File: config.mk
export PLATFORM = sky130hd
export DESIGN_NAME = sorted_wakeup_timer_queue
export DESIGN_NICKNAME = d
export VERILOG_FILES = /design/src/hdl/swtq_pkg.sv /design/src/hdl/swtq_cell.sv /design/src/hdl/swtq_wake_buf.sv /design/src/hdl/sorted_wakeup_timer_queue.sv
export SDC_FILE = /design/constraint.sdc
export NUM_CORES = 2
export LEC_CHECK = 0
export ABC_AREA = 0
export BUFFER_PORTS_ARGS = -buffer_cell sky130_fd_sc_hd__buf_2
export CAP_MARGIN = 30
export CORE_MARGIN = 8
export CORE_UTILIZATION = 55
export CTS_BUF_LIST = sky130_fd_sc_hd__clkbuf_4 sky130_fd_sc_hd__clkbuf_8
export DETAILED_ROUTE_END_ITERATION = 12
export PLACE_DENSITY = 0.67
export SLEW_MARGIN = 20
export SYNTH_ARGS = -nofsm -noshare
export SYNTH_HDL_FRONTEND = slang
export SYNTH_HIERARCHICAL = 1
export SYNTH_SLANG_ARGS = --single-unit
File: constraint.sdc
create_clock -name clk -period 15.6 [get_ports clk]
set_clock_uncertainty 0.1 [all_clocks]
set_input_delay 1.56 -clock clk [delete_from_list [all_inputs] [get_ports clk]]
set_output_delay 1.56 -clock clk [all_outputs]
set_load 0.02 [all_outputs]
File: src/hdl/swtq_pkg.sv
// ----------------------------------------------------------------------------
// swtq_pkg
// shared types and constants of the sorted wakeup timer queue
// ----------------------------------------------------------------------------
package swtq_pkg;

  localparam int TASK_W        = 4;
  localparam int FIELD_TIME_W  = 64;
  localparam int MAX_TASKS_DEF = 16;
  localparam int TIME_BITS_DEF = 64;

  // a check releases at most this many tasks
  localparam int MAX_WOKEN  = 16;
  localparam int WAKE_IDX_W = $clog2(MAX_WOKEN);
  localparam int WAKE_CNT_W = $clog2(MAX_WOKEN + 1);

  typedef enum logic [1:0] {
    CMD_SET    = 2'd0,
    CMD_REMOVE = 2'd1,
    CMD_CHECK  = 2'd2
  } cmd_t;

  typedef enum logic [1:0] {
    STAT_OK        = 2'd0,
    STAT_ZERO_TIME = 2'd1,
    STAT_BAD_CMD   = 2'd2
  } status_t;

  typedef struct packed {
    logic [1:0]              command;
    logic [TASK_W-1:0]       task_req;
    logic [FIELD_TIME_W-1:0] time_value;
  } in_item_t;

  typedef struct packed {
    logic                    woken_valid;
    logic [TASK_W-1:0]       woken_task;
    logic                    last;
    logic                    pending;
    logic [FIELD_TIME_W-1:0] earliest_wake;
    logic [1:0]              status;
  } out_item_t;

  // operation broadcast to every cell
  typedef struct packed {
    logic              mark;
    logic              compact;
    logic              insert;
    logic              pop;
    logic [TASK_W-1:0] task_id;
  } cell_cmd_t;

  // status a cell shows to its neighbors and to the controller
  typedef struct packed {
    logic valid;
    logic gt;
    logic give;
  } cell_flags_t;

endpackage

File: src/hdl/swtq_cell.sv
// ----------------------------------------------------------------------------
// swtq_cell
// one queue slot: holds a wake time and a task id, trades with its neighbors
// ----------------------------------------------------------------------------
module swtq_cell import swtq_pkg::*; #(
  parameter int TIME_BITS = TIME_BITS_DEF
) (
  input  logic                 clk,
  input  logic                 rst_n,
  input  cell_cmd_t            cmd,
  input  logic [TIME_BITS-1:0] key,
  input  cell_flags_t          l_flags,
  input  logic [TIME_BITS-1:0] l_time,
  input  logic [TASK_W-1:0]    l_task,
  input  cell_flags_t          r_flags,
  input  logic [TIME_BITS-1:0] r_time,
  input  logic [TASK_W-1:0]    r_task,
  output cell_flags_t          flags,
  output logic [TIME_BITS-1:0] time_o,
  output logic [TASK_W-1:0]    task_o
);

  logic                 valid_r, valid_nxt;
  logic [TIME_BITS-1:0] time_r, time_nxt;
  logic [TASK_W-1:0]    task_r, task_nxt;
  logic                 gt;
  logic                 give;

  assign gt   = valid_r && (time_r > key);
  assign give = valid_r && !l_flags.valid;

  always_comb begin
    valid_nxt = valid_r;
    time_nxt  = time_r;
    task_nxt  = task_r;
    if (cmd.mark) begin
      if (valid_r && (task_r == cmd.task_id)) begin
        valid_nxt = 1'b0;
      end
    end else if (cmd.compact) begin
      // the hole moves one slot to the right per cycle
      if (!valid_r && r_flags.valid) begin
        valid_nxt = 1'b1;
        time_nxt  = r_time;
        task_nxt  = r_task;
      end else if (give) begin
        valid_nxt = 1'b0;
      end
    end else if (cmd.insert) begin
      if (l_flags.valid && l_flags.gt) begin
        valid_nxt = 1'b1;
        time_nxt  = l_time;
        task_nxt  = l_task;
      end else if (l_flags.valid && !l_flags.gt && (!valid_r || gt)) begin
        valid_nxt = 1'b1;
        time_nxt  = key;
        task_nxt  = cmd.task_id;
      end
    end else if (cmd.pop) begin
      valid_nxt = r_flags.valid;
      time_nxt  = r_time;
      task_nxt  = r_task;
    end
  end

  always_ff @(posedge clk) begin
    if (!rst_n) begin
      valid_r <= 1'b0;
    end else begin
      valid_r <= valid_nxt;
    end
  end

  always_ff @(posedge clk) begin
    time_r <= time_nxt;
    task_r <= task_nxt;
  end

  assign flags.valid = valid_r;
  assign flags.gt    = gt;
  assign flags.give  = give;
  assign time_o      = time_r;
  assign task_o      = task_r;

endmodule

File: src/hdl/swtq_wake_buf.sv
// ----------------------------------------------------------------------------
// swtq_wake_buf
// short shift buffer of task ids released by one check
// ----------------------------------------------------------------------------
module swtq_wake_buf import swtq_pkg::*; (
  input  logic                  clk,
  input  logic                  rst_n,
  input  logic                  push,
  input  logic [TASK_W-1:0]     push_task,
  input  logic                  pop,
  output logic [TASK_W-1:0]     head_task,
  output logic [WAKE_CNT_W-1:0] count
);

  logic [TASK_W-1:0]     ent_r [MAX_WOKEN];
  logic [TASK_W-1:0]     ent_nxt [MAX_WOKEN];
  logic [WAKE_CNT_W-1:0] cnt_r, cnt_nxt;

  always_comb begin
    ent_nxt = ent_r;
    cnt_nxt = cnt_r;
    if (push) begin
      ent_nxt[cnt_r[WAKE_IDX_W-1:0]] = push_task;
      cnt_nxt = cnt_r + WAKE_CNT_W'(1);
    end else if (pop) begin
      for (int i = 0; i < MAX_WOKEN - 1; i++) begin
        ent_nxt[i] = ent_r[i+1];
      end
      cnt_nxt = cnt_r - WAKE_CNT_W'(1);
    end
  end

  always_ff @(posedge clk) begin
    if (!rst_n) begin
      cnt_r <= '0;
    end else begin
      cnt_r <= cnt_nxt;
    end
  end

  always_ff @(posedge clk) begin
    ent_r <= ent_nxt;
  end

  assign head_task = ent_r[0];
  assign count     = cnt_r;

endmodule

File: src/hdl/sorted_wakeup_timer_queue.sv
// ----------------------------------------------------------------------------
// sorted_wakeup_timer_queue
// task ids kept in a row of slots sorted by wake time, with set, remove, check
// ----------------------------------------------------------------------------
// The queue is a row of MAX_TASKS slots, slot 0 holding the earliest wake
// time; equal times keep arrival order. One command is worked at a time and
// in_stall stays high until its last result has gone into the output
// register. Steps per command: set and remove mark the task, then compact
// until the hole has passed the entries behind the removed task, and a set
// then inserts; check pops from slot 0 while the head is due (one pop per
// cycle), stops at a head that is not due, then gives one result per cycle
// while the output does not stall, or a single result when nothing is
// released. Bad commands and a zero wake time go straight to their result.
// Output stalls hold back every result. The hole left by a removal walks
// right one slot per cycle. Every result carries pending and earliest_wake
// as they stand after the whole command; one check releases at most 16
// tasks, the rest wait for the next check. No clearing pass after reset:
// each slot has its own valid bit.
// ----------------------------------------------------------------------------
module sorted_wakeup_timer_queue import swtq_pkg::*; #(
  parameter int MAX_TASKS = MAX_TASKS_DEF,
  parameter int TIME_BITS = TIME_BITS_DEF
) (
  input  logic      clk,
  input  logic      rst_n,
  input  logic      in_valid,
  output logic      in_stall,
  input  in_item_t  in_data,
  output logic      out_valid,
  input  logic      out_stall,
  output out_item_t out_data
);

  localparam logic [TIME_BITS-1:0] NO_WAKE_TIME = '1;

  typedef enum logic [5:0] {
    ST_IDLE    = 6'b000001,
    ST_REMOVE  = 6'b000010,
    ST_COMPACT = 6'b000100,
    ST_INSERT  = 6'b001000,
    ST_POP     = 6'b010000,
    ST_EMIT    = 6'b100000
  } state_t;

  state_t               state_r, state_nxt;
  logic [1:0]           cmd_r, cmd_nxt;
  logic [TASK_W-1:0]    task_r, task_nxt;
  logic [TIME_BITS-1:0] key_r, key_nxt;
  status_t              status_r, status_nxt;

  logic      out_valid_r;
  out_item_t out_data_r;
  out_item_t emit_data;

  logic in_fire;
  logic out_load;
  logic emit;
  logic wake_push;
  logic wake_pop;

  cell_cmd_t            ccmd;
  cell_flags_t          cflags    [MAX_TASKS];
  logic [TIME_BITS-1:0] cell_time [MAX_TASKS];
  logic [TASK_W-1:0]    cell_task [MAX_TASKS];
  logic [MAX_TASKS-1:0] give_vec;

  logic                  full;
  logic                  any_give;
  logic                  head_due;
  logic                  can_pop;
  logic [TIME_BITS-1:0]  in_time;
  logic [TASK_W-1:0]     wake_head;
  logic [WAKE_CNT_W-1:0] wake_cnt;

  // --------------------------------------------------------------------------
  // row of slots
  // --------------------------------------------------------------------------
  for (genvar i = 0; i < MAX_TASKS; i++) begin : g_cell
    cell_flags_t          lf, rf;
    logic [TIME_BITS-1:0] lt, rt;
    logic [TASK_W-1:0]    ltk, rtk;

    // slot 0 sees a filled, never-later neighbor on its left
    if (i == 0) begin : g_left_edge
      assign lf  = '{valid: 1'b1, gt: 1'b0, give: 1'b0};
      assign lt  = '0;
      assign ltk = '0;
    end else begin : g_left
      assign lf  = cflags[i-1];
      assign lt  = cell_time[i-1];
      assign ltk = cell_task[i-1];
    end

    // past the last slot the row is empty
    if (i == MAX_TASKS - 1) begin : g_right_edge
      assign rf  = '0;
      assign rt  = '0;
      assign rtk = '0;
    end else begin : g_right
      assign rf  = cflags[i+1];
      assign rt  = cell_time[i+1];
      assign rtk = cell_task[i+1];
    end

    swtq_cell #(
      .TIME_BITS (TIME_BITS)
    ) u_cell (
      .clk     (clk),
      .rst_n   (rst_n),
      .cmd     (ccmd),
      .key     (key_r),
      .l_flags (lf),
      .l_time  (lt),
      .l_task  (ltk),
      .r_flags (rf),
      .r_time  (rt),
      .r_task  (rtk),
      .flags   (cflags[i]),
      .time_o  (cell_time[i]),
      .task_o  (cell_task[i])
    );

    assign give_vec[i] = cflags[i].give;
  end

  // --------------------------------------------------------------------------
  // released task ids wait here until the results go out
  // --------------------------------------------------------------------------
  swtq_wake_buf u_wake_buf (
    .clk       (clk),
    .rst_n     (rst_n),
    .push      (wake_push),
    .push_task (cell_task[0]),
    .pop       (wake_pop),
    .head_task (wake_head),
    .count     (wake_cnt)
  );

  // --------------------------------------------------------------------------
  // command sequencer
  // --------------------------------------------------------------------------
  assign in_stall = (state_r != ST_IDLE);
  assign in_fire  = in_valid && !in_stall;
  assign out_load = !out_valid_r || !out_stall;
  assign in_time  = in_data.time_value[TIME_BITS-1:0];

  assign full     = cflags[MAX_TASKS-1].valid;
  assign any_give = |give_vec;
  assign head_due = cflags[0].valid && !cflags[0].gt;
  assign can_pop  = head_due && (wake_cnt < WAKE_CNT_W'(MAX_WOKEN));

  always_comb begin
    state_nxt    = state_r;
    cmd_nxt      = cmd_r;
    task_nxt     = task_r;
    key_nxt      = key_r;
    status_nxt   = status_r;
    ccmd         = '0;
    ccmd.task_id = task_r;
    wake_push    = 1'b0;
    wake_pop     = 1'b0;
    emit         = 1'b0;
    case (state_r)
      ST_IDLE: begin
        if (in_fire) begin
          cmd_nxt    = in_data.command;
          task_nxt   = in_data.task_req;
          key_nxt    = in_time;
          status_nxt = STAT_OK;
          case (in_data.command)
            CMD_SET: begin
              if (in_time == '0) begin
                status_nxt = STAT_ZERO_TIME;
                state_nxt  = ST_EMIT;
              end else begin
                state_nxt = ST_REMOVE;
              end
            end
            CMD_REMOVE: state_nxt = ST_REMOVE;
            CMD_CHECK:  state_nxt = ST_POP;
            default: begin
              status_nxt = STAT_BAD_CMD;
              state_nxt  = ST_EMIT;
            end
          endcase
        end
      end
      ST_REMOVE: begin
        ccmd.mark = 1'b1;
        state_nxt = ST_COMPACT;
      end
      ST_COMPACT: begin
        ccmd.compact = 1'b1;
        if (!any_give) begin
          state_nxt = (cmd_r == CMD_SET) ? ST_INSERT : ST_EMIT;
        end
      end
      ST_INSERT: begin
        // a set on a full row is dropped
        ccmd.insert = !full;
        state_nxt   = ST_EMIT;
      end
      ST_POP: begin
        if (can_pop) begin
          ccmd.pop  = 1'b1;
          wake_push = 1'b1;
        end else begin
          state_nxt = ST_EMIT;
        end
      end
      ST_EMIT: begin
        if (out_load) begin
          emit     = 1'b1;
          wake_pop = (wake_cnt != '0);
          if (wake_cnt <= WAKE_CNT_W'(1)) begin
            state_nxt = ST_IDLE;
          end
        end
      end
      default: state_nxt = ST_IDLE;
    endcase
  end

  // result fields; pending and earliest_wake come from slot 0 after the command
  always_comb begin
    emit_data               = '0;
    emit_data.woken_valid   = (wake_cnt != '0);
    emit_data.woken_task    = (wake_cnt != '0) ? wake_head : '0;
    emit_data.last          = (wake_cnt <= WAKE_CNT_W'(1));
    emit_data.pending       = cflags[0].valid;
    emit_data.earliest_wake = cflags[0].valid ? FIELD_TIME_W'(cell_time[0])
                                              : FIELD_TIME_W'(NO_WAKE_TIME);
    emit_data.status        = status_r;
  end

  always_ff @(posedge clk) begin
    if (!rst_n) begin
      state_r     <= ST_IDLE;
      out_valid_r <= 1'b0;
    end else begin
      state_r <= state_nxt;
      if (out_load) begin
        out_valid_r <= emit;
      end
    end
  end

  always_ff @(posedge clk) begin
    cmd_r    <= cmd_nxt;
    task_r   <= task_nxt;
    key_r    <= key_nxt;
    status_r <= status_nxt;
    if (emit) begin
      out_data_r <= emit_data;
    end
  end

  assign out_valid = out_valid_r;
  assign out_data  = out_data_r;

  // --------------------------------------------------------------------------
  // assertions
  // --------------------------------------------------------------------------

  // between commands the filled slots form one unbroken run from slot 0
  a_row_packed_idle: assert property (@(posedge clk) disable iff (!rst_n)
    (state_r == ST_IDLE) |-> !any_give)
    else $error("queue slots not packed while idle");

  // an empty queue always reports the all-ones wake time
  a_empty_reports_inf: assert property (@(posedge clk) disable iff (!rst_n)
    (out_valid_r && !out_data_r.pending) |->
      (out_data_r.earliest_wake == FIELD_TIME_W'(NO_WAKE_TIME)))
    else $error("empty queue reported a wake time");

  // a result without a released task closes its command
  a_empty_result_last: assert property (@(posedge clk) disable iff (!rst_n)
    (out_valid_r && !out_data_r.woken_valid) |-> out_data_r.last)
    else $error("result without task not flagged last");

  // a command ends only with its last result in the output register
  a_done_after_last: assert property (@(posedge clk) disable iff (!rst_n)
    ($past(state_r == ST_EMIT) && (state_r == ST_IDLE)) |->
      (out_valid_r && out_data_r.last))
    else $error("command finished without a last result");

endmodule

==> metrics list <==
- Of all nets on the critical path, the largest fanout is 51.
* Final #Nets: 10822
- On the critical path the largest part of the delay comes from compound AO/OA/AOI/OAI gates.
- Quantity of I/O buffers inserted on ports: 148
* Post-layout util: 60.3%
- Area of the die: 0.183 mm2
* Peak clock frequency supported by timing: 151 MHz
- Across the run, the number of max-cap violations was 0.
* Clock slew at reported path FFs: 60 ps
- TritonCTS built the clock tree.
- Clock tree synthesis found a total of 1325 sinks.
- In this design, the stage delay of the slowest critical-path cell is 870 ps.
- The flow ran to the end, and the final reports show no timing, DRC or antenna violations.
* CTS resizes: 0
* Type of the most critical hold path: reg2reg
- The number of clock buffers added by TritonCTS is 227.
* Instance count of the mapped netlist: 9464
- Detail Placement HPWL: 193000 um
* Worst r2r path cells: 17
* Highest-delay cell along the critical path: and4_1
* Hold violation count in the final report: 0
- Crit Reg-Reg Startpoint: key_r[38]
- CTS H-tree depth: 4
* Max-Slew Margin vs Limit: 21.7%
- The signal on the critical path passes through buf_4 -> inv_1 -> ha_1 -> a21oi_1 -> nand2_1 -> a221o_1 -> a211oi_1 -> o221ai_2 -> nor3_1 -> nor3b_1 -> nor2_1 -> and4_1 -> nor3_1 -> nor2_1 -> o311ai_0 -> a21oi_4 -> buf_4.
- For the worst-skew pair, the clock arrives at the later sink with an insertion delay of 1000 ps.
- Critical Path Sink Type: register
- Reg-to-reg slack, setup: 8960 ps
* Ports placed on the boundary: 149
- In this run the cell area of the synthesized design comes to 0.0933 mm2.
- The number of antenna violations at the first check in global routing is 8.
- Shortest clock period the worst path allows after layout: 6640 ps
* Startpoint types: register
* Final setup violation count: 0
- GPL Wtd Cong: 0.903
* Routed wire length per instance: 21.0 um
* Overall track demand over capacity in global routing: 26.6%
- For this configuration, the core starts out at a cell density of 55.2%.
- Post-CTS timing repair inserted 0 buffers for setup.
- Number of iterations in the first detailed-routing pass: 6
* Power density over the cells: 80.8 mW/mm2
* Count of pins over their slew limit: 0
- Together, buffers and inverters on the worst path number 3.
- Height of the die: 428 um
* Maximum vdd drop: 0.103 mV
* Layout cells sized above 1: 8.53%
* Worst hold path cell count: 0
- The root buffer cell chosen for the clock tree is clkbuf_8.
- Starting DRT DRC Count: 5423
- Maximum number of pins on one net before global-route repair: 105
* Tightest Pin Transition: 1170 ps
- Floorplan core area: 0.169 mm2
* CTS Hold Buffers Added: 0
- The critical path crosses 17 cells after its start point.
* Via-to-Cell Ratio: 6.01
* Routed WL: 254000 um
- Crit path arrival time: 7140 ps
* Number of antenna-violating nets in the routed design: 0
* Reg2Reg Capture Point: g_cell[1].u_cell/time_o[36]
* Worst min-delay path endpoint: out_data[1]
- Critical Path RT: 16100 ps
* Aggregate negative setup slack: 0 ps
* Share of the clock period used by the worst path: 42.6%
- Critical hold path startpoint: status_r[1]
* Wire length of the first global-routing pass: 400000 um
- Summed over all cells, the static leakage comes to 51.4 nW.
- Each instance of the synthesized netlist takes up on average 9.86 um2.
- The via count of the first global-routing pass came to 73701.
* Longest Clk Path Bufs: 3
* Cell row count: 151
* Setup repair after global routing missed its margin: no
* Width of the chip: 428 um
* Congestion Overflow GR: 0
- Counting the fill cells in the layout gives 14419.
* Count of vias placed by the detailed router: 72822
- During synthesis, Yosys emitted a total of 6 warnings.
* Critical Setup Path Class: reg2reg
- In the routed design, unresolved DRC markers number 0.
- Signed area change from the synthesized netlist to the final layout: 9.21%
## final cells by class
cell class                      instances  area, um2  share of cell area, %
Antenna cell                            9       22.5                 0.0221
Clock buffer                          302       3690                   3.62
Clock inverter                        101        686                  0.673
Inverter                             1082       4060                   3.99
Multi-Input combinational cell       6775      48900                   48.0
Sequential cell                      1325      39500                   38.8
Tap cell                             2218       2780                   2.72
Timing Repair Buffer                  306       2270                   2.23
## per-layer routing
metal  global-route usage [%]  up-vias  routed length, um
li1                         -    34708                  -
met1                     34.7    35730             108000
met2                     46.4     1951             126000
met3                     3.56      431              14100
met4                     7.29        2               5910
met5                        0        -                 13
## registers in the layout, summed over array words and instances, names as in the netlist
register,cells
task_r,4
u_wake_buf/ent_r,60
out_valid,1
status_r,2
g_cell.u_cell/task_o,64
u_wake_buf/count,5
cmd_r,2
g_cell.u_cell/valid_r,16
u_wake_buf/head_task,4
key_r,64
state_r,6
out_data,73
g_cell.u_cell/time_o,1024
## where the power goes
| part | switching [mW] | internal, mW | total, mW |
|---|---|---|---|
| clock | 1.54 | 1.64 | 3.17 |
| combinational | 0.735 | 0.416 | 1.15 |
| sequential | 0.0128 | 3.89 | 3.91 |
| total | 2.28 | 5.94 | 8.23 |
## worst max path at each step
stage,start,end,slack [ps]
finish,key_r[38],g_cell[1].u_cell/time_o[36],8960
global route,key_r[39],g_cell[1].u_cell/time_o[36],8590
CTS,key_r[25],u_wake_buf/ent_r[51],8960
floorplan,key_r[38],g_cell[0].u_cell/task_o[0],8160
global placement,key_r[39],g_cell[1].u_cell/time_o[35],9150
detailed placement,key_r[25],u_wake_buf/ent_r[50],8950
## cells in the final DEF (no fill, tap or decap), drive strengths merged, types with 46 or more instances in the layout
| master | n |
|---|---|
| a22o | 60 |
| o21ai | 1236 |
| ha | 1030 |
| nor4 | 72 |
| nor3 | 83 |
| a21oi | 487 |
| nand2 | 1376 |
| nor2 | 132 |
| clkbuf | 305 |
| mux2i | 1104 |
| clkinv | 84 |
| inv | 1092 |
| nand3 | 132 |
| edfxtp | 1297 |
| nand2b | 102 |
| a21o | 64 |
| buf | 303 |
| nand4 | 254 |
| o211ai | 48 |
| a211oi | 46 |
| xor2 | 51 |
| or4 | 47 |
| conb | 145 |
## through the flow
stage                     hold slack [ps]  instance area [um2]  power [mW]  std cells  worst slack [ps]
final                                 319               102000        8.23      12118              8960
after global routing                  328               102000        8.58      12113              8590
after floorplan                       300                93800        4.77       9607              8160
after global placement                305                96900        5.05      11674              9150
after CTS                             320               102000        8.28      12100              8960
after detailed placement              307                97300        5.11      11697              8950
(Power assumes the default switching activity.)
